`config.mk`:
```
export PLATFORM = sky130hd
export DESIGN_NAME = erc_front
export DESIGN_NICKNAME = d
export VERILOG_FILES = /design/src/sv/erc_pkg.sv /design/src/sv/erc_front.sv
export SDC_FILE = /design/constraint.sdc
export NUM_CORES = 1
export LEC_CHECK = 0
export CORE_AREA = 4 4 159 161
export CTS_BUF_LIST = sky130_fd_sc_hd__clkbuf_4 sky130_fd_sc_hd__clkbuf_8 sky130_fd_sc_hd__clkbuf_16
export DETAILED_ROUTE_END_ITERATION = 7
export DIE_AREA = 0 0 163 165
export DONT_BUFFER_PORTS = 1
export GPL_TIMING_DRIVEN = 0
export MAX_ROUTING_LAYER = met4
export PLACE_DENSITY = 0.36
export SKIP_CTS_REPAIR_TIMING = 1
export SLEW_MARGIN = 25
export SYNTH_ARGS = -nofsm -noshare
export SYNTH_HDL_FRONTEND = slang
export SYNTH_SLANG_ARGS = --single-unit
```
`constraint.sdc`:
```
create_clock -name clk -period 4.6 [get_ports clk]
set_input_delay 0.92 -clock clk [delete_from_list [all_inputs] [get_ports clk]]
set_output_delay 0.92 -clock clk [all_outputs]
set_load 0.005 [all_outputs]
```
`src/sv/erc_pkg.sv`:
```
// Shared types and constants for the extent run coalescer.
// No dependencies; imported by every module of the block.
`default_nettype none

package erc_pkg;

    // Widest group index over the supported group-count range (up to 1024 groups)
    localparam int GROUP_IDX_W = 10;
    localparam int OWNER_W     = 64;
    localparam int FSB_W       = 64;
    localparam int START_W     = 32;
    localparam int RUNLEN_W    = 32;
    localparam int OFFSET_W    = 54;
    localparam int LEN_W       = 21;
    localparam int FGROUP_W    = 4;
    localparam int OGROUP_W    = 4;
    localparam int SHIFT_W     = 5;
    localparam int CFG_IDX_W   = 1;
    localparam int CFG_DATA_W  = 5;

    localparam int QUEUE_DEPTH = 2;

    localparam logic CMD_ADD   = 1'b0;
    localparam logic CMD_FLUSH = 1'b1;

    localparam logic [CFG_IDX_W-1:0] REG_ENABLE = 1'b0;
    localparam logic [CFG_IDX_W-1:0] REG_SHIFT  = 1'b1;

    localparam logic               ENABLE_RESET = 1'b1;
    localparam logic [SHIFT_W-1:0] SHIFT_RESET  = 5'd16;

    // Classified request passed from front to back
    typedef struct packed {
        logic                   cmd;
        logic [GROUP_IDX_W-1:0] group;
        logic [OWNER_W-1:0]     owner;
        logic [START_W-1:0]     start;
        logic [LEN_W-1:0]       length;
        logic [OFFSET_W-1:0]    offset;
        logic [1:0]             flags;   // bit 0 attr fork, bit 1 unwritten
    } item_t;

    // One pending record of the group table
    typedef struct packed {
        logic                valid;
        logic [OWNER_W-1:0]  owner;
        logic [START_W-1:0]  start;
        logic [RUNLEN_W-1:0] length;
        logic [OFFSET_W-1:0] offset;
        logic [1:0]          flags;
    } rec_t;

endpackage

`default_nettype wire

```
`src/sv/erc_front.sv`:
```
// Front end: configuration registers, group split and request filtering.
// Depends on erc_pkg; feeds erc_queue.
`default_nettype none

module erc_front
    import erc_pkg::*;
#(
    parameter int GROUP_COUNT = 16
) (
    input  wire logic                  clk,
    input  wire logic                  rst_n,
    input  wire logic                  cfg_valid,
    output logic                       cfg_ready,
    input  wire logic [CFG_IDX_W-1:0]  cfg_index,
    input  wire logic [CFG_DATA_W-1:0] cfg_data,
    input  wire logic                  in_valid,
    output logic                       in_stall,
    input  wire logic                  command,
    input  wire logic [OWNER_W-1:0]    owner_id,
    input  wire logic                  attr_fork,
    input  wire logic                  unwritten,
    input  wire logic [FSB_W-1:0]      start_fs_block,
    input  wire logic [OFFSET_W-1:0]   logical_offset,
    input  wire logic [LEN_W-1:0]      length,
    input  wire logic [FGROUP_W-1:0]   flush_group,
    input  wire logic                  q_full,
    input  wire logic                  clearing,
    output logic                       q_push,
    output item_t                      q_item
);

    logic               enable_reg;
    logic [SHIFT_W-1:0] shift_reg;

    logic [FSB_W-1:0] grp_full;
    logic [FSB_W-1:0] start_mask;
    logic [FSB_W-1:0] start_full;
    logic             add_ok;
    logic             flush_ok;
    logic             keep;

    assign cfg_ready = 1'b1;

    always_ff @(posedge clk or negedge rst_n)
    begin
        if (!rst_n)
        begin
            enable_reg <= ENABLE_RESET;
            shift_reg  <= SHIFT_RESET;
        end
        else if (cfg_valid && cfg_ready)
        begin
            case (cfg_index)
                REG_ENABLE: enable_reg <= cfg_data[0];
                REG_SHIFT:  shift_reg  <= cfg_data;
                default:    ;
            endcase
        end
    end

    always_comb
    begin
        grp_full   = start_fs_block >> shift_reg;
        start_mask = (64'd1 << shift_reg) - 64'd1;
        start_full = start_fs_block & start_mask;
        add_ok     = grp_full < 64'(GROUP_COUNT);
        flush_ok   = 32'(flush_group) < 32'(GROUP_COUNT);
        keep       = enable_reg && ((command == CMD_FLUSH) ? flush_ok : add_ok);
    end

    assign in_stall = q_full || clearing;
    assign q_push   = in_valid && !in_stall && keep;

    always_comb
    begin
        q_item.cmd    = command;
        q_item.group  = (command == CMD_FLUSH) ? GROUP_IDX_W'(flush_group)
                                               : grp_full[GROUP_IDX_W-1:0];
        q_item.owner  = owner_id;
        q_item.start  = start_full[START_W-1:0];
        q_item.length = length;
        q_item.offset = logical_offset;
        q_item.flags  = {unwritten, attr_fork};
    end

endmodule

`default_nettype wire

```
Word level (Yosys, flattened, before mapping)
Index checks and enable logic that the tools add are counted.
{"block": "op_classes", "bitwise": 2, "eq_ne": 0, "n_reduce_logical": 7, "div_mod_pow": 0, "n_addsub": 1, "mul": 0, "shifts": 2, "muxes": 2, "magnitude_cmp": 1}
{"operator": "less-than comparator 64 x 5 -> 1 bit (second input constant)", "n": 1}
{"operator": ">> shifter 64 x 5 -> 64 bit", "n": 1}
{"operator": "AND 32 bit", "n": 1}
{"operator": "left shift 1 x 5 -> 32 bit (first input constant)", "n": 1}
{"operator": "subtractor 32 x 1 -> 32 bit (second input constant)", "n": 1}
{"operator": "two-way mux 10 bit", "n": 1}
{"operator": "AND reduction 2 bit", "n": 2}
{"operator": "logical AND 1 bit", "n": 3}
{"operator": "logical NOT 1 bit", "n": 1}
{"operator": "logical OR 1 bit", "n": 1}
{"operator": "two-way mux 1 bit", "n": 1}
{"operator": "NOT 1 bit", "n": 1}
{"block": "word_totals", "ram_bits": 0, "mem_bits_ro": 0, "output_inout_bits": 187, "word_cells": 17, "ff_bits": 6, "mem_count": 0, "latchBits": 0}

Depth between registers and ports, before layout
{"block": "logic_depth", "depth_word": 5, "depth_mapped": 16}

Least setup slack after synthesis
Ideal clock, no wire load.
{"block": "synth_path", "kind": "register to output", "from": "reg shift_reg[1]", "to": "out q_item[97] (netlist name)", "path_stages_with_launch": 16, "path_slack_ns": 0.591, "arrival_time_ns": 3.089, "cell_sequence": "dfrtp_1 buf_2 buf_4 buf_4 buf_4 buf_2 buf_1 clkbuf_1 nor2_1 nand2_1 ha_1 clkbuf_1 clkbuf_1 nand2_1 a21o_1 a21boi_0"}
{"element": "start: declaration", "line_no": "erc_front.sv:33", "rtl": "logic [SHIFT_W-1:0] shift_reg;"}
{"element": "start signal: assignment", "line_no": "erc_front.sv:55", "rtl": "REG_SHIFT: shift_reg <= cfg_data;"}
{"element": "end: declaration", "line_no": "erc_front.sv:29", "rtl": "output item_t q_item"}

Worst setup path after layout
{"block": "layout_path", "from": "reg shift_reg[1]", "to": "out q_push"}
{"block": "layout_between", "elab_chain_len": 5}
{"element": ">> shifter 64 x 5 -> 64 bit", "line_no": "erc_front.sv:63", "rtl": "grp_full = start_fs_block >> shift_reg;"}
{"element": "less-than comparator 64 x 5 -> 1 bit", "line_no": "erc_front.sv:66", "rtl": "add_ok = grp_full < 64'(GROUP_COUNT);"}
{"element": "two-way mux 1 bit", "line_no": "erc_front.sv:68", "rtl": "keep = enable_reg && ((command == CMD_FLUSH) ? flush_ok : add_ok);"}
{"element": "logical AND 1 bit", "line_no": "erc_front.sv:68"}
{"element": "logical AND 1 bit", "line_no": "erc_front.sv:72", "rtl": "assign q_push = in_valid && !in_stall && keep;"}
{"element": "end: declaration", "line_no": "erc_front.sv:28", "rtl": "output logic q_push,"}
Every way passes these cells.

==> run summary <==
The via count of the first global-routing pass is 4836, and the clock-pin slew on the worst setup and hold paths is 0.04 ns. The fraction of the cycle the final worst path needs works out to 96.17%. Once detail routing completed, the nets flagged for antenna violations numbered 0.

For the number of placed cells counting well taps, the log shows 983. Yosys attributes the largest share of cell area to sky130_fd_sc_hd__buf_4, sky130_fd_sc_hd__mux4_2, sky130_fd_sc_hd__mux2i_1. The synthesized netlist contains 68 unique library cells.

Max-cap violations in this run came to 0. The tools report the clock root buffer as sky130_fd_sc_hd__clkbuf_16. Summing the sequential cell areas from Yosys gives 3.063% of the chip area.

STA classifies the critical path startpoint as a register. The number of flip-flops under the largest register name is 5. Fmax: 226.0 MHz.

The mean post-synth cell area is 7.562 um2, and the CTS sink count is 6. Routability-driven placement finished with a final weighted congestion of 0.9239. The layer flagged by global routing as most heavily used is met2. In this run the horizontal extent of the chip is 163 um. The initial core utilization came out at 20.80%. In this run the count of I/O pins placed on the die edge is 409. The minimum period implied by the final worst setup slack works out to 4.424 ns. The required time at the endpoint of the critical path was 3.68 ns; the number of warning messages in the yosys log was 0. The library cell occupying the most area in the post-synthesis netlist is sky130_fd_sc_hd__buf_4. The repair_antennas step left the layout with diodes totalling 0. The synthesized area is 4984 um2, and the clock tree skew after final layout is 0 ns. For the arrival time of the worst setup path, the log shows 3.50 ns. For this run, the leading register cell type out of synthesis is sky130_fd_sc_hd__dfrtp_1.

The first global-routing pass estimated 33.02 mm of wire. Counting the fill cells in the layout gives 2713. The pin count of the biggest net entering global routing is 11, and the detailed-router iteration count before antenna repair is 5.

The number of enable-type register cells in the synthesized netlist was 0; the actual slew at the worst max-slew pin was 0.7257 ns. For the peak supply drop, the log shows 203.8 uV. Across all layers, the routed design uses 5052 vias. In the final routed layout, each cell accounts on average for 24.87 um. The logs give 24.52 mm for the routed wire length and 659 for the synthesized instance count. Fraction of synthesis flops using an asynchronous set or reset pin: 100.0%. The power density of the placed cells works out to 247.3 nW/um2.

The post-route setup TNS was 0 ns. In this run the vertical extent of the chip is 165 um. The layout overhead on the synthesized area was 10.92%. STA classifies the critical path endpoint as an output pin. The run finished with clean final reports. The setup path with the least slack is of type register to output pin. Number of antenna violations at the first check in global routing: 0.

The design draws 1.367 mW. Using the TritonRoute via totals, the vias-per-cell ratio works out to 5.124. In this run the tool buffered the top-level ports with 0 buffer cells. The run gives 0 as the count of final max-slew check failures. The normalized max-slew margin was 51.44%. The tools report the number of nets in the layout as 886. Cells fill 23.07% of the core in the end. The library cell used most frequently in the layout, excluding fill and tap cells, is sky130_fd_sc_hd__buf_4. The first routing iteration left 361 violations.

In this run the register-to-register setup slack is 1.89 ns. Cells with a size suffix above 1 make up 37.46% of the layout. The setup violation total in the final timing report is 0, and the flop and latch count out of synthesis is 6. The run gives 0.22 ns as the clock network latency to the later pin of the worst-skew pair. The number of levels the H-tree was split into came out at 1. After the flow finishes, the layout carries non-filler instances totaling 986. TritonCTS created 3 clock buffers. Summed over all layers, the global routing overflow is 0.

The number of nets handed over by synthesis was 882. The top cell types in the final layout, fill and taps aside, are sky130_fd_sc_hd__buf_4, sky130_fd_sc_hd__nand2_1, sky130_fd_sc_hd__mux2i_1, sky130_fd_sc_hd__nor2_1, sky130_fd_sc_hd__mux4_2. TritonCTS built the clock tree.

For met3 alone, demand over resource in global routing was 3.144%. The row count came out at 57. The path class of the tightest hold or removal check is input port to async pin. The met1 usage in global routing came out at 19.28%.

The maximum clock path buffer count is 2, and the biggest fanout along the worst timing path is 10. The top-area cell type share of the netlist area is 22.29%, and the area of the die is 26900 um2. The leakage power total is 2.283 nW. On the final layout, the worst hold slack is 0.3871 ns.

The number of design rule violations left after detail routing is 0, and the core area is 23960 um2. The total global-route track usage is 16.79%. The HPWL after detailed placement is 20.92 mm. The final hold violation count was 0.

In the global route stage, met2 resource usage came out at 31.38%.
==> per-layer routing <==
layer / part of all wire (%) / vias to the layer above
met5: 0 / -
met4: 0.42 / 0
met3: 9.0 / 12
met2: 53 / 324
met1: 37 / 2442
li1: - / 2274
==> per-stage QoR <==
stage	instance area (um2)	setup WS [ns]
floorplan	4984	0.5907
global placement	5389	-0.7350
detailed placement	5389	-0.6782
CTS	5472	-0.9629
global route	5528	-0.004414
finish	5528	0.1761
==> worst max-delay path: stages (launching register included) <==
cell and delay [ns]:
sky130_fd_sc_hd__dfrtp_1 0.32, sky130_fd_sc_hd__buf_2 0.17, sky130_fd_sc_hd__buf_4 0.22, sky130_fd_sc_hd__buf_2 0.36
sky130_fd_sc_hd__mux4_2 0.38, sky130_fd_sc_hd__mux2_2 0.33, sky130_fd_sc_hd__o22ai_1 0.24, sky130_fd_sc_hd__nor2_1 0.10
sky130_fd_sc_hd__nor4_2 0.27, sky130_fd_sc_hd__nand4b_1 0.12, sky130_fd_sc_hd__or4_1 0.47, sky130_fd_sc_hd__o21ai_1 0.29
==> power breakdown <==
part / internal [mW] / switching [mW] / leakage, nW
logic: 0.479 / 0.669 / 2.17
registers: 0.0629 / 0.00589 / 0.0680
clock network: 0.121 / 0.0288 / 0.0416
total: 0.663 / 0.704 / 2.28
==> logic make-up after synthesis <==
group                      synth area share (%)
muxes                                     31.01
adders and majority gates                0.2510
DFF                                       3.063
xor gates and xnor gates                 0.1758
AOI/OAI and AO/OA                         19.16
other                                    0.1507
and+or+nand+nor                           18.65
buffers and inverters                     27.54
==> path summary, 6_finish.rpt <==
path / start / end / cells past startpoint
setup / recovery: shift_reg[1] / q_push / 11
hold / removal: rst_n / shift_reg[0] / 0
setup reg to reg: shift_reg[3] / shift_reg[3] / 6
hold reg to reg: enable_reg / enable_reg / 1
max in group asynchronous: rst_n / shift_reg[4] / 0
min in group clk: enable_reg / enable_reg / 1
==> area by class of cell <==
cell class / instances / area [um2] / share of cell area (%)
sequential: 6 / 152.6 / 2.761
clock buffer: 4 / 82.58 / 1.494
inverter: 12 / 45.04 / 0.8148
buffer: 193 / 1371 / 24.81
multi-input combinational: 447 / 3471 / 62.79
tap: 324 / 405.4 / 7.334
==> cell usage after synthesis, drive strengths merged, types with 11 or more instances <==
| library cell | number |
|---|---|
| buf | 168 |
| nand2 | 61 |
| mux2i | 55 |
| nor2 | 45 |
| mux4 | 31 |
| o21ai | 31 |
| a21oi | 27 |
| clkbuf | 26 |
| mux2 | 26 |
| nor2b | 15 |
| nor3 | 13 |
| and2 | 12 |
| inv | 12 |
| a211oi | 11 |
| a22oi | 11 |
No activity file was read; power rests on OpenSTA's default activity.
