## config.mk

```make
export PLATFORM = sky130hd
export DESIGN_NAME = erc_back
export DESIGN_NICKNAME = d
export VERILOG_FILES = /design/src/sv/erc_pkg.sv /design/src/sv/erc_back.sv
export SDC_FILE = /design/constraint.sdc
export NUM_CORES = 2
export LEC_CHECK = 0
export ABC_AREA = 0
export ABC_CLOCK_PERIOD_IN_PS = 37000
export BUFFER_PORTS_ARGS = -buffer_cell sky130_fd_sc_hd__buf_4
export CAP_MARGIN = 40
export CORE_MARGIN = 1
export CORE_UTILIZATION = 55
export DETAILED_ROUTE_END_ITERATION = 7
export PLACE_DENSITY = 0.79
export RECOVER_POWER = 25
export REMOVE_ABC_BUFFERS = 1
export SLEW_MARGIN = 20
export SYNTH_ARGS = -nofsm -noshare
export SYNTH_HDL_FRONTEND = slang
export SYNTH_SLANG_ARGS = --single-unit
```

## constraint.sdc

```tcl
create_clock -name clk -period 37 [get_ports clk]
set_input_delay 7.4 -clock clk [delete_from_list [all_inputs] [get_ports clk]]
set_output_delay 7.4 -clock clk [all_outputs]
set_load 0.01 [all_outputs]
```

## src/sv/erc_pkg.sv

```systemverilog
// Shared types and constants for the extent run coalescer.
// No dependencies; imported by every module of the block.
`default_nettype none

package erc_pkg;

    // Widest group index over the supported group-count range (up to 1024 groups)
    localparam int GROUP_IDX_W = 10;
    localparam int OWNER_W     = 64;
    localparam int FSB_W       = 64;
    localparam int START_W     = 32;
    localparam int RUNLEN_W    = 32;
    localparam int OFFSET_W    = 54;
    localparam int LEN_W       = 21;
    localparam int FGROUP_W    = 4;
    localparam int OGROUP_W    = 4;
    localparam int SHIFT_W     = 5;
    localparam int CFG_IDX_W   = 1;
    localparam int CFG_DATA_W  = 5;

    localparam int QUEUE_DEPTH = 2;

    localparam logic CMD_ADD   = 1'b0;
    localparam logic CMD_FLUSH = 1'b1;

    localparam logic [CFG_IDX_W-1:0] REG_ENABLE = 1'b0;
    localparam logic [CFG_IDX_W-1:0] REG_SHIFT  = 1'b1;

    localparam logic               ENABLE_RESET = 1'b1;
    localparam logic [SHIFT_W-1:0] SHIFT_RESET  = 5'd16;

    // Classified request passed from front to back
    typedef struct packed {
        logic                   cmd;
        logic [GROUP_IDX_W-1:0] group;
        logic [OWNER_W-1:0]     owner;
        logic [START_W-1:0]     start;
        logic [LEN_W-1:0]       length;
        logic [OFFSET_W-1:0]    offset;
        logic [1:0]             flags;   // bit 0 attr fork, bit 1 unwritten
    } item_t;

    // One pending record of the group table
    typedef struct packed {
        logic                valid;
        logic [OWNER_W-1:0]  owner;
        logic [START_W-1:0]  start;
        logic [RUNLEN_W-1:0] length;
        logic [OFFSET_W-1:0] offset;
        logic [1:0]          flags;
    } rec_t;

endpackage

`default_nettype wire

```

## src/sv/erc_back.sv

```systemverilog
// Back end: per-group record table, merge decision and output register.
// Depends on erc_pkg; drains erc_queue.
`default_nettype none

module erc_back
    import erc_pkg::*;
#(
    parameter int          GROUP_COUNT    = 16,
    parameter logic [31:0] MAX_RUN_LENGTH = 32'hFFFF_FFFF
) (
    input  wire logic                 clk,
    input  wire logic                 rst_n,
    input  wire logic                 head_valid,
    input  item_t                     head_item,
    output logic                      pop,
    output logic                      clearing,
    output logic                      out_valid,
    input  wire logic                 out_stall,
    output logic [OGROUP_W-1:0]       out_group,
    output logic [OWNER_W-1:0]        out_owner,
    output logic [START_W-1:0]        out_start_block,
    output logic [RUNLEN_W-1:0]       out_length,
    output logic [OFFSET_W-1:0]       out_offset,
    output logic                      out_attr_fork,
    output logic                      out_unwritten
);

    localparam int GW = (GROUP_COUNT > 1) ? $clog2(GROUP_COUNT) : 1;

    rec_t          tbl_mem [GROUP_COUNT];
    rec_t          rd_reg;
    logic          clr_busy_reg;
    logic [GW-1:0] clr_cnt_reg;
    logic          b_valid_reg;
    item_t         b_item_reg;
    logic          fwd_valid_reg;
    logic [GW-1:0] fwd_addr_reg;
    rec_t          fwd_rec_reg;
    logic          out_valid_reg;
    item_t         out_item_reg;
    rec_t          out_rec_reg;

    logic          out_free;
    logic          adv;
    logic          b_fire;
    logic [GW-1:0] b_addr;
    rec_t          entry;
    rec_t          new_rec;
    rec_t          load_rec;
    logic          emit;
    logic          can_merge;
    logic [32:0]   start_sum;
    logic [32:0]   len_sum;
    logic [54:0]   off_sum;
    logic          wr_en;
    logic [GW-1:0] wr_addr;
    rec_t          wr_data;

    assign clearing = clr_busy_reg;
    assign out_free = !out_valid_reg || !out_stall;
    assign adv      = !b_valid_reg || out_free;
    assign pop      = head_valid && adv && !clr_busy_reg;
    assign b_fire   = b_valid_reg && adv;
    assign b_addr   = b_item_reg.group[GW-1:0];

    // Take the record just written when the read raced that write
    assign entry = (fwd_valid_reg && (fwd_addr_reg == b_addr)) ? fwd_rec_reg : rd_reg;

    always_comb
    begin
        load_rec.valid  = 1'b1;
        load_rec.owner  = b_item_reg.owner;
        load_rec.start  = b_item_reg.start;
        load_rec.length = RUNLEN_W'(b_item_reg.length);
        load_rec.offset = b_item_reg.offset;
        load_rec.flags  = b_item_reg.flags;

        start_sum = {1'b0, entry.start} + {1'b0, entry.length};
        len_sum   = {1'b0, entry.length} + 33'(b_item_reg.length);
        off_sum   = {1'b0, entry.offset} + 55'(entry.length);

        can_merge = (entry.owner == b_item_reg.owner)
                 && (start_sum == {1'b0, b_item_reg.start})
                 && (len_sum <= {1'b0, MAX_RUN_LENGTH})
                 && (b_item_reg.owner[OWNER_W-1]
                     || ((entry.flags == b_item_reg.flags)
                         && (off_sum == {1'b0, b_item_reg.offset})));

        new_rec = entry;
        emit    = 1'b0;
        if (b_item_reg.cmd == CMD_FLUSH)
        begin
            emit          = entry.valid;
            new_rec.valid = 1'b0;
        end
        else if (!entry.valid)
        begin
            new_rec = load_rec;
        end
        else if (can_merge)
        begin
            new_rec.length = len_sum[RUNLEN_W-1:0];
        end
        else
        begin
            emit    = 1'b1;
            new_rec = load_rec;
        end
    end

    always_comb
    begin
        wr_en   = clr_busy_reg || b_fire;
        wr_addr = clr_busy_reg ? clr_cnt_reg : b_addr;
        wr_data = clr_busy_reg ? rec_t'('0) : new_rec;
    end

    always_ff @(posedge clk)
    begin
        if (wr_en)
            tbl_mem[wr_addr] <= wr_data;
    end

    always_ff @(posedge clk)
    begin
        if (adv)
            rd_reg <= tbl_mem[head_item.group[GW-1:0]];
    end

    // Sweep the table once after reset to drop stale records
    always_ff @(posedge clk or negedge rst_n)
    begin
        if (!rst_n)
        begin
            clr_busy_reg <= 1'b1;
            clr_cnt_reg  <= '0;
        end
        else if (clr_busy_reg)
        begin
            if (clr_cnt_reg == GW'(GROUP_COUNT - 1))
                clr_busy_reg <= 1'b0;
            else
                clr_cnt_reg <= clr_cnt_reg + 1'b1;
        end
    end

    always_ff @(posedge clk or negedge rst_n)
    begin
        if (!rst_n)
        begin
            b_valid_reg   <= 1'b0;
            fwd_valid_reg <= 1'b0;
            out_valid_reg <= 1'b0;
        end
        else
        begin
            if (adv)
            begin
                b_valid_reg   <= pop;
                fwd_valid_reg <= b_fire;
            end
            if (b_fire && emit)
                out_valid_reg <= 1'b1;
            else if (!out_stall)
                out_valid_reg <= 1'b0;
        end
    end

    always_ff @(posedge clk)
    begin
        if (adv)
        begin
            b_item_reg   <= head_item;
            fwd_addr_reg <= b_addr;
            fwd_rec_reg  <= new_rec;
        end
        if (b_fire && emit)
        begin
            out_item_reg <= b_item_reg;
            out_rec_reg  <= entry;
        end
    end

    assign out_valid       = out_valid_reg;
    assign out_group       = out_item_reg.group[OGROUP_W-1:0];
    assign out_owner       = out_rec_reg.owner;
    assign out_start_block = out_rec_reg.start;
    assign out_length      = out_rec_reg.length;
    assign out_offset      = out_rec_reg.offset;
    assign out_attr_fork   = out_rec_reg.flags[0];
    assign out_unwritten   = out_rec_reg.flags[1];

endmodule

`default_nettype wire

```

# Word level (Yosys, flattened, before mapping)
# Memory sizes are Yosys's and may differ from the RTL's. A register that Yosys moved wholly into a read port is not among the register bits.
# Index checks and enable logic that the tools add are counted.
# totals
ff_bits	563
ramBits	2960
in_bits	188
word_cells	75
n_memories	1
# op_classes
add_sub_neg	4
order_cmp	1
n_eq_ne	7
n_mux	18
bitwise	1
n_reduce_logical	18
# mem_list
memory	words	word_bits	read_ports	rd_clocked_by_memory_dff	write_ports	line_no	text
tbl_mem	16	185	1	1	1	erc_back.sv:30	rec_t tbl_mem [GROUP_COUNT];
# op_table
cell	count
$mux 185	2
$mux 184	2
$mux 96	1
$eq 64x64->1	1
$mux 56	1
$add 54x32->55	1
$eq 55x54->1	1
$add 32x21->33	1
$add 32x32->33	1
$eq 33x32->1	1
$le 33x32->1 const B	1
$mux 32	1
$mux 1	10
$logic_and 1x1->1	9
$add 4x1->4 const B	1
$eq 4x4->1	1
$eq 4x4->1 const B	1
$logic_not 1->1	4
$logic_or 1x1->1	4
$mux 4	1
$eq 2x2->1	1
$ne 2x1->1 const B	1
$reduce_and 2->1	1
$not 1->1	1

# Logic depth before layout (Yosys ltp)
# depth
ltp_word	13
depth_mapped	30
depth_no_buf	20

# Worst setup path after synthesis
# OpenSTA, ideal clock, no wires.
# synth_path
path_kind	in2out
start	input out_stall
end	output pop
arrival_time_ns	23.597
required_ns	29.600
slack_ns	6.003
cell_stages	2
path_buffers	0
cell_sequence	nand3_1 nor2b_1
# synth_between
elab_chain_len	5
# synth_lines
element	line_no	text
start: declaration	erc_back.sv:18	input wire logic out_stall,
$logic_not 1->1	-	
$logic_or 1x1->1	erc_back.sv:60	assign out_free = !out_valid_reg || !out_stall;
$logic_or 1x1->1	erc_back.sv:61	assign adv = !b_valid_reg || out_free;
$logic_and 1x1->1 (2 in series)	erc_back.sv:62	assign pop = head_valid && adv && !clr_busy_reg;
end: declaration	erc_back.sv:15	output logic pop,
# No other way between the ends.

# Worst setup path in the final report
# Same ends and word-level chain as after synthesis.

==> results.py <==
metrics = {
    "sta": {
        "max_freq_mhz": 57.3,
        "setup_viol_count_final": 0,
        "rsz0062_at_grt": "false",
        "finalHoldViolations": 0,
        "worst_pin_slew_ns": 10.10,
        "hold-worst-slack_ns": 0.578,
        "slew_headroom_pct": -573,
        "finalCritPeriodShare_pct": 47.2,
        "fin_worst_skew_ns": 0.0881,
        "finalSetupTns_ns": 0,
        "min_period_ns": 17.45,
        "final_max_slew_viol_count": 2171,
    },
    "power_and_ir_drop": {
        "pwr_density_cell_nw_per_um2": 60.2,
        "p_leak_uw": 0.0559,
        "power_uw": 10200,
        "vdd_ir_drop_max_mv": 0.0511,
    },
    "global_route": {
        "first_global_vias": 84793,
        "grt_max_degree": 119,
        "grt_first_pass_wirelength_um": 603000,
        "grt_antenna_before_repair": 21,
        "grt_use_total_pct": 30.8,
        "overflow": 0,
    },
    "setup_path": {
        "start_kind": "primary input",
        "critical_path_class": "in2out",
        "crit_required_ns": 29.60,
        "reg2reg_depth": 25,
        "cp_max_fo": 32,
        "endpoint_kind": "primary output",
        "worstPathArrival_ns": 10.05,
    },
    "cts": {
        "cts_resized": 0,
        "clk_latency_ns": 0.98,
        "cts_setup_buffers": 0,
        "cts_sinks": 3708,
        "cts-root-buf": "clkbuf_16",
        "clkTransAtPathRegs_ns": 0.07,
        "cts_buffers": 370,
        "ctsHoldBuffers": 0,
        "clockBufferDepth": 4,
        "cts_tree": "done",
        "htree_levels": 5,
    },
    "cells_and_area": {
        "final_cells": 12134,
        "drive_above_1_share_pct": 22.5,
        "layout.nets": 8522,
        "mostFrequentLayoutCell": "edfxtp_1",
        "final_util_pct": 62.7,
        "largest_reg_flops": 2960,
        "area_growth_pct": 13.2,
        "final_cell_mix": "edfxtp_1 (3700), mux4_2 (902), nand2_1 (587)",
    },
    "routing": {
        "antenna_left": 0,
        "vias": 84168,
        "vias_per_cell": 6.94,
        "drtIter0Drc": 13402,
        "firstDrtPassIters": 8,
        "drt_wl_total_um": 429000,
        "routedWlPerCell_um": 35.4,
        "drcViolationCount": 7,
    },
    "placement": {
        "dp_hpwl_um": 240000,
        "dp_cells": 11413,
        "gp_congestion": 0.925,
        "io_buffer_count": 372,
    },
    "synthesis": {
        "seq_area_frac_synth_pct": 74.1,
        "synth_cell_type_count": 102,
        "synth-seq-cells": 3708,
        "avgSynthCellArea_um2": 19.7,
        "synth_area_um2": 150000,
        "ys_warn_count": 0,
        "netlist_instances": 7614,
        "synth_edf_count": 3700,
        "synth-async-reset-ratio_pct": 0.216,
        "synth-main-ff-cell": "edfxtp_1",
    },
    "die": {
        "die_y_um": 525,
        "io_pins": 379,
        "initial_utilization_pct": 55.4,
        "die_x_um": 525,
        "core.rowCount": 191,
        "fp.coreArea_um2": 271000,
        "floorplan.die_area_um2": 275000,
    },
    "run": {
        "max_cap_viol_count": 60,
    },
    "min_path": {
        "holdPathStages": 1,
        "hp-class": "reg2reg",
    },
    "run_status": {
        "violations": "design-rule violations, max-capacitance violations, max-slew violations",
        "status": "finished with violations",
    },
}
## final timing paths
check                                from  slack (ns)              to
hold reg to reg            clr_cnt_reg[0]        0.58  clr_cnt_reg[0]
hold / removal             clr_cnt_reg[0]        0.58  clr_cnt_reg[0]
setup reg to reg                b_addr[0]       20.55   tbl_mem[3][9]
setup / recovery                out_stall       19.55             pop
max in group asynchronous           rst_n       30.29        clearing
min in group asynchronous           rst_n        6.35  clr_cnt_reg[0]
## cell type report
cell class / instances / area, µm²
Antenna cell: 7 / 17.5
Timing Repair Buffer: 683 / 4880
Fill cell: 17756 / 101000
Clock inverter: 255 / 2570
Sequential cell: 3708 / 111000
Tap cell: 3570 / 4470
Multi-Input combinational cell: 3390 / 36900
Clock buffer: 427 / 9570
Inverter: 94 / 354
## worst max-delay path: stages
cell and delay [ns]:
clkbuf_1 0.17, nand3_1 1.65, nor2b_1 0.68, buf_4 0.16
## metrics by stage
stage	setup WS, ns	instance area, µm²
2_1_floorplan	6.00	149000
3_3_place_gp	21.09	158000
3_5_place_dp	21.11	159000
4_1_cts	21.07	171000
5_1_grt	18.69	170000
6_report	19.55	170000
## cell families (layout without fill, tap and decap cells)
group,after synthesis,count (layout),synth area share [%]
buf+inv,516,1459,1.38
fa+ha+maj,87,87,0.740
compound gates,934,934,4.59
xor+xnor,193,193,1.13
mux,1058,1058,14.6
simple gates,1118,1118,3.45
flops,3708,3708,74.1
other cells,0,7,0
## metal layers
layer  track usage [%]  vias up  wire, µm
met2              48.7     6988    203000
li1                  -    32862         -
met4              14.2       20     21400
met1              40.6    43121    148000
met3              7.56     1177     56000
met5                 0        -       138
## power by group
group          total, µW  switching, µW  internal (µW)
Sequential          5110            113           5000
Combinational       1350            913            435
Clock               3780           1640           2150
## cell usage after synthesis (82+ instances only)
master,number,area (µm²)
edfxtp_1,3700,111000
mux4_2,902,20300
nand2_1,588,2210
clkbuf_1,258,968
a21oi_1,175,876
nor2_1,133,499
xnor2_1,104,911
o21a_1,103,773
a211o_1,94,823
mux2i_1,93,931
o21ai_0,93,465
inv_1,91,342
xor2_1,88,771
a211oi_1,86,646
o211a_1,86,861
ha_1,84,1050
buf_1,82,308
Note: power is estimated with default switching activity, not from simulation.
