## src/sv/erc_pkg.sv

```systemverilog
// Shared types and constants for the extent run coalescer.
// No dependencies; imported by every module of the block.
`default_nettype none

package erc_pkg;

    // Widest group index over the supported group-count range (up to 1024 groups)
    localparam int GROUP_IDX_W = 10;
    localparam int OWNER_W     = 64;
    localparam int FSB_W       = 64;
    localparam int START_W     = 32;
    localparam int RUNLEN_W    = 32;
    localparam int OFFSET_W    = 54;
    localparam int LEN_W       = 21;
    localparam int FGROUP_W    = 4;
    localparam int OGROUP_W    = 4;
    localparam int SHIFT_W     = 5;
    localparam int CFG_IDX_W   = 1;
    localparam int CFG_DATA_W  = 5;

    localparam int QUEUE_DEPTH = 2;

    localparam logic CMD_ADD   = 1'b0;
    localparam logic CMD_FLUSH = 1'b1;

    localparam logic [CFG_IDX_W-1:0] REG_ENABLE = 1'b0;
    localparam logic [CFG_IDX_W-1:0] REG_SHIFT  = 1'b1;

    localparam logic               ENABLE_RESET = 1'b1;
    localparam logic [SHIFT_W-1:0] SHIFT_RESET  = 5'd16;

    // Classified request passed from front to back
    typedef struct packed {
        logic                   cmd;
        logic [GROUP_IDX_W-1:0] group;
        logic [OWNER_W-1:0]     owner;
        logic [START_W-1:0]     start;
        logic [LEN_W-1:0]       length;
        logic [OFFSET_W-1:0]    offset;
        logic [1:0]             flags;   // bit 0 attr fork, bit 1 unwritten
    } item_t;

    // One pending record of the group table
    typedef struct packed {
        logic                valid;
        logic [OWNER_W-1:0]  owner;
        logic [START_W-1:0]  start;
        logic [RUNLEN_W-1:0] length;
        logic [OFFSET_W-1:0] offset;
        logic [1:0]          flags;
    } rec_t;

endpackage

`default_nettype wire

```

## src/sv/erc_queue.sv

```systemverilog
// Short request queue between front and back, so each side stalls on its own.
// Depends on erc_pkg.
`default_nettype none

module erc_queue
    import erc_pkg::*;
(
    input  wire logic  clk,
    input  wire logic  rst_n,
    input  wire logic  push,
    input  item_t      push_item,
    input  wire logic  pop,
    output logic       full,
    output logic       head_valid,
    output item_t      head_item
);

    localparam int QAW = (QUEUE_DEPTH > 1) ? $clog2(QUEUE_DEPTH) : 1;
    localparam int QCW = $clog2(QUEUE_DEPTH + 1);

    item_t          q_mem_reg [QUEUE_DEPTH];
    logic [QAW-1:0] wr_ptr_reg;
    logic [QAW-1:0] rd_ptr_reg;
    logic [QCW-1:0] count_reg;
    logic [QCW-1:0] count_next;

    assign full       = (count_reg == QCW'(QUEUE_DEPTH));
    assign head_valid = (count_reg != '0);
    assign head_item  = q_mem_reg[rd_ptr_reg];

    always_comb
    begin
        count_next = count_reg;
        if (push && !pop)
            count_next = count_reg + 1'b1;
        else if (pop && !push)
            count_next = count_reg - 1'b1;
    end

    always_ff @(posedge clk)
    begin
        if (push)
            q_mem_reg[wr_ptr_reg] <= push_item;
    end

    always_ff @(posedge clk or negedge rst_n)
    begin
        if (!rst_n)
        begin
            wr_ptr_reg <= '0;
            rd_ptr_reg <= '0;
            count_reg  <= '0;
        end
        else
        begin
            count_reg <= count_next;
            if (push)
                wr_ptr_reg <= (wr_ptr_reg == QAW'(QUEUE_DEPTH - 1)) ? '0 : wr_ptr_reg + 1'b1;
            if (pop)
                rd_ptr_reg <= (rd_ptr_reg == QAW'(QUEUE_DEPTH - 1)) ? '0 : rd_ptr_reg + 1'b1;
        end
    end

endmodule

`default_nettype wire

```

## config.mk

```make
export PLATFORM = sky130hd
export DESIGN_NAME = erc_queue
export DESIGN_NICKNAME = d
export VERILOG_FILES = /design/src/sv/erc_pkg.sv /design/src/sv/erc_queue.sv
export SDC_FILE = /design/constraint.sdc
export NUM_CORES = 1
export LEC_CHECK = 0
export ABC_AREA = 1
export BUFFER_PORTS_ARGS = -buffer_cell sky130_fd_sc_hd__buf_2
export CAP_MARGIN = 0
export CORE_UTILIZATION = 40
export CTS_CLUSTER_DIAMETER = 150
export DETAILED_ROUTE_END_ITERATION = 10
export SYNTH_ARGS = -nofsm -noshare
export SYNTH_HDL_FRONTEND = slang
export SYNTH_SLANG_ARGS = --single-unit
```

## constraint.sdc

```tcl
create_clock -name clk -period 10.2 [get_ports clk]
set_clock_uncertainty 0.2 [all_clocks]
set_input_delay 0 -clock clk [delete_from_list [all_inputs] [get_ports clk]]
set_output_delay 0 -clock clk [all_outputs]
set_load 0.01 [all_outputs]
```

Word level (Yosys, flattened, before mapping)
Memory sizes are Yosys's and may differ from the RTL's. Index checks and enable logic that the tools add are counted.

Shift-type cells: 0. Muxes and demuxes: 6. Equality and inequality tests: 1. Divide/modulo/power cells: 0. Add/subtract/negate cells: 4. Multiply operators: 0. Bitwise operators: 0. Reduce and logical (&&, ||, !) cells: 6. Order comparisons: 0.

Operators with widths (number): 2-to-1 mux 1 bit (4); 2-to-1 mux 2 bit (2); nonzero test 2 bit (2); adder 1 bit (second input constant) (2); adder 2 x 1 -> 2 bit (second input constant) (1); equality test 2 bit (second input constant) (1); logical AND 1 bit (2); logical NOT 1 bit (2); subtractor 2 x 1 -> 2 bit (second input constant) (1).

Memory bits (writable): 368. Bits in latches: 0. Register bits after elaboration: 4. Logic and storage cells: 21. Input port bits: 188. Memories kept: 1. Memory bits (read-only): 0. Output and inout bits: 186.

Memories: q_mem_reg (depth 2, width 184, read ports 1, clocked after memory_dff 0, wr ports 1, line erc_queue.sv:21) `item_t q_mem_reg [QUEUE_DEPTH];`.

Depth between registers and ports, before layout
Gate-level depths: netlist (run 1).

Depth in word-level cells: 4. Depth in mapped cells: 7. Gate-level depth less buffers: 7.

Worst setup path after synthesis (run 1)
OpenSTA, ideal clock, no wires.

Path type: reg2reg. Start point: register wr_ptr_reg. End point: memory q_mem_reg[0][0] in the netlist's numbering, enable pin. Buffers on the path: 0. Arrival time: 8044 ps. Required time: 9264 ps. Stages on the path, launching flop included: 2. Slack: 1220 ps. Period minus slack after synthesis: 8980 ps. Library setup time: 736 ps. Path through: dfrtp_1 > nor2_1.

RTL lines: from (decl) (line erc_queue.sv:22) `logic [QAW-1:0] wr_ptr_reg;`; from (signal assigned) (line erc_queue.sv:58) `wr_ptr_reg <= (wr_ptr_reg == QAW'(QUEUE_DEPTH - 1)) ? '0 : wr_ptr_reg + 1'b1;`; to (decl) (line erc_queue.sv:21).

No word-level cell before the write port.

==> results by group, run 1 <==
Clock tree
  – # Post-CTS Setup Buffers: 0
  – Worst-path clk slew: 0.06 ns
  – Cts bufs inserted: 39
  – CTS tree: built
  – Clock Sinks: 372
  – CTS Root Cell: clkbuf_16
  – H-tree depth: 2
  – Max Root-Sink Buffers: 3
  – Clock latency at the later pin of the worst-skew pair: 0.51 ns

Power
  – Worst vdd ir: 0.159 mV
  – P_leak: 0.00802 uW
  – Pwr/cell area: 256 nW/um2

Critical path
  – RR Startpoint: wr_ptr_reg
  – Worst path slowest cell: buf_4
  – CP Data Required Time: 10.00 ns
  – WP buf/inv: 3
  – Most used cell, CP: buf_4
  – Number of cells on the critical path: 4
  – Crit path max-delay family: buffers and inverters
  – Crit Path Max Fanout: 58
  – FF-to-FF End: q_mem_reg[0][46]
  – Critical-path cell list: buf_4, buf_4, mux2_4, buf_2
  – Worst stage delay on the critical path: 0.92 ns
  – CP Capture Type: output pin
  – Arr. time, crit path: 3.51 ns
  – Internal reg-to-reg setup slack: 7.65 ns
  – Worst setup SP type: flip-flop
  – FF-to-FF path depth: 3
  – Critical path class: flip-flop to output pin

Global routing
  – GRT overflow: 0
  – Largest net degree at the start of global routing: 74
  – First-pass GRT wire length: 43600 um
  – Initial antenna violation count: 0
  – Vias in the first global route: 8014
  – GRT Resource Usage Total: 0.157

Layout
  – Commonest non-fill, non-tap cells in the layout: buf_2, edfxtp_1, dlygate4sd3_1, mux2_4, clkbuf_16
  – Area of the multi-input gates: 2720 um2
  – Reg area: 11200 um2
  – N_diodes: 0
  – NumNets Final: 1413
  – Share of cells above drive strength 1: 0.495
  – Fin util: 0.576
  – Area growth syn-to-layout: 41.3%
  – Leading cell type in the layout, fill and taps excluded: buf_2
  – Max FFs per register: 368
  – Number of fill cells in the layout: 2661

Route
  – Starting DRT DRC Count: 292
  – Avg WL per Cell: 17.1 um
  – Vias: 7704
  – Via-to-Cell Ratio: 4.51
  – First-pass DRT Iterations: 4
  – Final ANT Viol Nets: 0
  – Post-route DRC: 0
  – Total wire length: 29200 um

Timing
  – Unrepaired setup endpoints after global routing: no
  – Maximum clock rate: 0.269 GHz
  – Min Tclk post-route: 3.71 ns
  – Final worst path period share: 0.364
  – Slew Limit Fails: 0
  – Least-Margin Pin Slew: 1.08 ns
  – Fin Setup TNS: 0 ns
  – Final Hold Fails: 0
  – Endpoints failing setup: 0
  – Max_slew headroom: 0.283

Synthesis
  – Share of the yosys chip area belonging to registers: 0.790
  – Synth top area cells: edfxtp_1, mux2_4, mux2_2
  – Library cells used by synthesis: 14
  – Mapped Avg Cell Area: 23.6 um2
  – Cell Area, Synth: 14100 um2
  – FF+latch count, synth: 372
  – Fraction of synthesized area in multiplexers: 0.187
  – Post-Synth Adder-Cell Area: 0.000887
  – Synthesized instance count: 598
  – Complex-gate fraction of the synthesized area: 0
  – Area leader, netlist: edfxtp_1
  – Yosys warning total: 0
  – XOR/XNOR Fraction of Synth Area: 0.00186
  – Simple-Gate Fraction of Synth Area: 0.00293
  – Largest family of logic cells by synthesized area: multiplexers
  – Post-synth top area share: 0.783
  – Post-synth net total: 787

Placement
  – Post-DP HPWL: 17900 um
  – Gpl congestion: 0.755
  – Port Buf Inserts: 373

Status
  – Outcome: finished clean

Floorplan
  – DIE AREA: 36000 um2
  – Die Y: 190 um
  – Die Width: 190 um
  – Cell row count: 68
  – Io pins: 374
  – Core ar.: 34600 um2
  – Starting density of the core: 0.407

Worst hold path
  – HP Start: push_item[65]
  – Hold Path Sink: q_mem_reg[1][65]
  – Worst hold stages: 2
  – HP Class: input pin to flip-flop

Job
  – Max_cap viols: 0
kinds of logic after synthesis:
kind of cell,count (synthesis)
flops,372
mux,184
buf+inv,28
simple gates,10
xor+xnor,3
fa+ha+maj,1
power by group:
group	total (uW)	switching, uW	internal (uW)
Sequential	2120	91.4	2030
Clock	1400	545	857
Combinational	1570	770	804
Total	5100	1410	3690
cells in the mapped netlist:
master    count
mux2_2       34
nand2_1       6
xnor2_1       1
xor2_1        2
nand3_1       1
inv_1         7
nand4_1       1
buf_2         3
mux2_4      150
nor2_1        2
buf_6        18
dfrtp_1       4
edfxtp_1    368
ha_1          1
worst max path at each step:
| stage | slack, ns | from | endpoint |
|---|---|---|---|
| 2_1_floorplan | 1.22 | wr_ptr_reg | q_mem_reg[0][0] |
| 3_3_place_gp | 7.03 | rd_ptr_reg | head_item[94] |
| 3_5_place_dp | 6.98 | rd_ptr_reg | head_item[94] |
| 4_1_cts | 6.43 | rd_ptr_reg | head_item[94] |
| 5_1_grt | 6.32 | rd_ptr_reg | head_item[94] |
| 6_report | 6.49 | rd_ptr_reg | head_item[94] |
metrics by stage:
stage / setup slack [ns] / hold WS [ns] / std cells / total power [uW] / cell area, um2
after floorplan: 1.22 / -0.496 / 598 / 3260 / 14100
after global placement: 7.03 / -0.385 / 1413 / 3670 / 16400
after detailed placement: 6.98 / -0.388 / 1413 / 3680 / 16400
after CTS: 6.43 / 0.000459 / 1707 / 5160 / 19900
after global routing: 6.32 / 0.00571 / 1709 / 5320 / 19900
final: 6.49 / 0.0175 / 1709 / 5100 / 19900
layout make-up:
| cell class | count | share of cell area |
|---|---|---|
| Clock buffer | 48 | 0.0528 |
| Clock inverter | 23 | 0.0114 |
| Inverter | 7 | 0.00157 |
| Multi-Input combinational cell | 198 | 0.137 |
| Sequential cell | 372 | 0.560 |
| Tap cell | 455 | 0.0286 |
| Timing Repair Buffer | 606 | 0.210 |
metal layers:
metal,GRT usage,share of wire,vias to the layer above
met1,0.189,0.40,3766
met5,0,0,-
li1,-,-,3621
met3,0.0446,0.070,46
met4,0.0416,0.021,0
met2,0.274,0.51,271
repair_timing:
action | CTS | global route
gates resized for setup | 0 | 0
endpoints found under the hold margin | 415 | 4
hold buffers | 223 | 2
No activity file was read; power rests on OpenSTA's default activity.
==> run 2: changes to the inputs <==
--- a/config.mk
+++ b/config.mk
@@ -11,6 +11,7 @@
 export CORE_UTILIZATION = 40
 export CTS_CLUSTER_DIAMETER = 150
 export DETAILED_ROUTE_END_ITERATION = 10
+export PLACE_DENSITY = 0.66
 export SYNTH_ARGS = -nofsm -noshare
 export SYNTH_HDL_FRONTEND = slang
 export SYNTH_SLANG_ARGS = --single-unit
==> constraint.sdc (replaced) <==
create_clock -name clk -period 3.1 [get_ports clk]
set_clock_uncertainty 0.2 [all_clocks]
set_input_delay 0 -clock clk [delete_from_list [all_inputs] [get_ports clk]]
set_output_delay 0 -clock clk [all_outputs]
set_load 0.01 [all_outputs]
==> results by group, run 2 (synthesis gave the netlist of run 1 again) <==
Floorplan
  – DIE AREA: 36000 um2
  – Die Width: 190 um
  – Starting density of the core: 0.407
  – Core ar.: 34600 um2
  – Cell row count: 68
  – Io pins: 374
  – Die Y: 190 um

Global routing
  – Initial antenna violation count: 3
  – Largest net degree at the start of global routing: 96
  – GRT Resource Usage Total: 0.169
  – GRT overflow: 0
  – Vias in the first global route: 8799
  – First-pass GRT wire length: 47000 um

Timing
  – Slew Limit Fails: 0
  – Final worst path period share: 0.774
  – Slack of the critical path: 0.699 ns
  – Max_slew headroom: 0.600
  – Unrepaired setup endpoints after global routing: no
  – Final Hold Fails: 0
  – Least-Margin Pin Slew: 0.598 ns
  – Min Tclk post-route: 2.40 ns
  – Endpoints failing setup: 0
  – Maximum clock rate: 0.417 GHz

Layout
  – Share of cells above drive strength 1: 0.479
  – Post-Layout Cell Count: 1768
  – Area growth syn-to-layout: 45.0%
  – NumNets Final: 1472
  – N_diodes: 0
  – Leading cell type in the layout, fill and taps excluded: buf_2
  – Number of fill cells in the layout: 2555
  – Max FFs per register: 368
  – Commonest non-fill, non-tap cells in the layout: buf_2, edfxtp_1, dlygate4sd3_1, mux2_4, clkbuf_16
  – Fin util: 0.591

Critical path
  – FF-to-FF path depth: 3
  – CP Data Required Time: 2.90 ns
  – Internal reg-to-reg setup slack: 1.11 ns
  – Critical path class: flip-flop to output pin
  – Critical path endpoint: head_item[39]
  – Crit. Startpoint: rd_ptr_reg
  – FF-to-FF End: q_mem_reg[1][107]
  – Arr. time, crit path: 2.20 ns
  – CP Capture Type: output pin
  – RR Startpoint: wr_ptr_reg
  – Worst setup SP type: flip-flop
  – Crit Path Max Fanout: 25

Route
  – Avg WL per Cell: 17.4 um
  – First-pass DRT Iterations: 4
  – Via-to-Cell Ratio: 4.56
  – Post-route DRC: 0
  – Total wire length: 30900 um
  – Starting DRT DRC Count: 262
  – Vias: 8069
  – Final ANT Viol Nets: 0

Clock tree
  – Post-CTS sizing: 0
  – # Post-CTS Setup Buffers: 0
  – Worst-path clk slew: 0.06 ns
  – H-tree depth: 2
  – Cts bufs inserted: 40
  – Clock latency at the later pin of the worst-skew pair: 0.51 ns
  – CTS tree: built
  – CTS Root Cell: clkbuf_16
  – # hold bufs at CTS: 272
  – Max Root-Sink Buffers: 3
  – Clock Sinks: 372

Power
  – Tot Pwr: 16600 uW
  – P_leak: 0.00823 uW
  – Worst vdd ir: 0.533 mV
  – Pwr/cell area: 812 nW/um2

Worst hold path
  – HP Class: input pin to flip-flop

Placement
  – Pre-CTS worst setup slack: 1.09 ns
  – Gpl congestion: 0.706
  – Port Buf Inserts: 373
  – Post-DP HPWL: 18300 um
  – Placed instance count: 1421

Status
  – Outcome: finished clean

Job
  – Max_cap viols: 0
[run 2: changes by cell type in the layout (fill, tap and decap cells not counted), sizes merged, moves of 3 or more]
cell | previous run | this run
bufinv | 5 | 0
clkinvlp | 0 | 3
clkbuf | 48 | 52
buf | 381 | 389
dlygate4sd3 | 225 | 275
clkinv | 18 | 15
[run 2: layer usage]
| metal | global-route usage | part of all wire | vias to the layer above |
|---|---|---|---|
| met5 | 0 | 0 | - |
| met4 | 0.0754 | 0.038 | 0 |
| met3 | 0.0413 | 0.064 | 82 |
| met2 | 0.303 | 0.53 | 304 |
| met1 | 0.188 | 0.37 | 3939 |
| li1 | - | - | 3744 |
[run 2: where the power goes]
group	switching, uW	internal (uW)
clock	1830	2430
combinational	2590	2760
sequential	322	6670
[run 2: per-stage QoR]
| stage | area [um2] | TNS, ns | hold slack [ns] |
|---|---|---|---|
| after floorplan | 14100 | -257.22 | -0.496 |
| after global placement | 16500 | 0 | -0.389 |
| after CTS | 20400 | 0 | 0.000274 |
| after detailed placement | 16500 | 0 | -0.390 |
| final | 20500 | 0 | 0.0111 |
| after global routing | 20500 | 0 | 0.00177 |
[run 2: layout make-up]
type / instances / area, um2 / share of cell area
clock buffers: 52 / 1070 / 0.0521
repair buffers: 664 / 4810 / 0.235
inverters: 7 / 30.0 / 0.00147
well taps: 455 / 569 / 0.0278
flip-flops and latches: 372 / 11200 / 0.545
clock inverters: 20 / 105 / 0.00514
multi-input cells: 198 / 2730 / 0.133
[run 2: worst min-delay path by stage]
stage	start	to	slack [ns]	cells after the start
2_1_floorplan	rst_n	count_reg[0]	-0.50	0
3_3_place_gp	rst_n	wr_ptr_reg	-0.39	1
3_5_place_dp	rst_n	wr_ptr_reg	-0.39	1
4_1_cts	push_item[92]	q_mem_reg[1][92]	0.0003	2
5_1_grt	push_item[165]	q_mem_reg[0][165]	0.002	2
6_report	push_item[165]	q_mem_reg[0][165]	0.01	2
[run 2: critical path, stage by stage (launching register included)]
cell and delay [ns]:
dfrtp_4 0.73, buf_4 0.45, mux2_4 0.34, buf_2 0.14
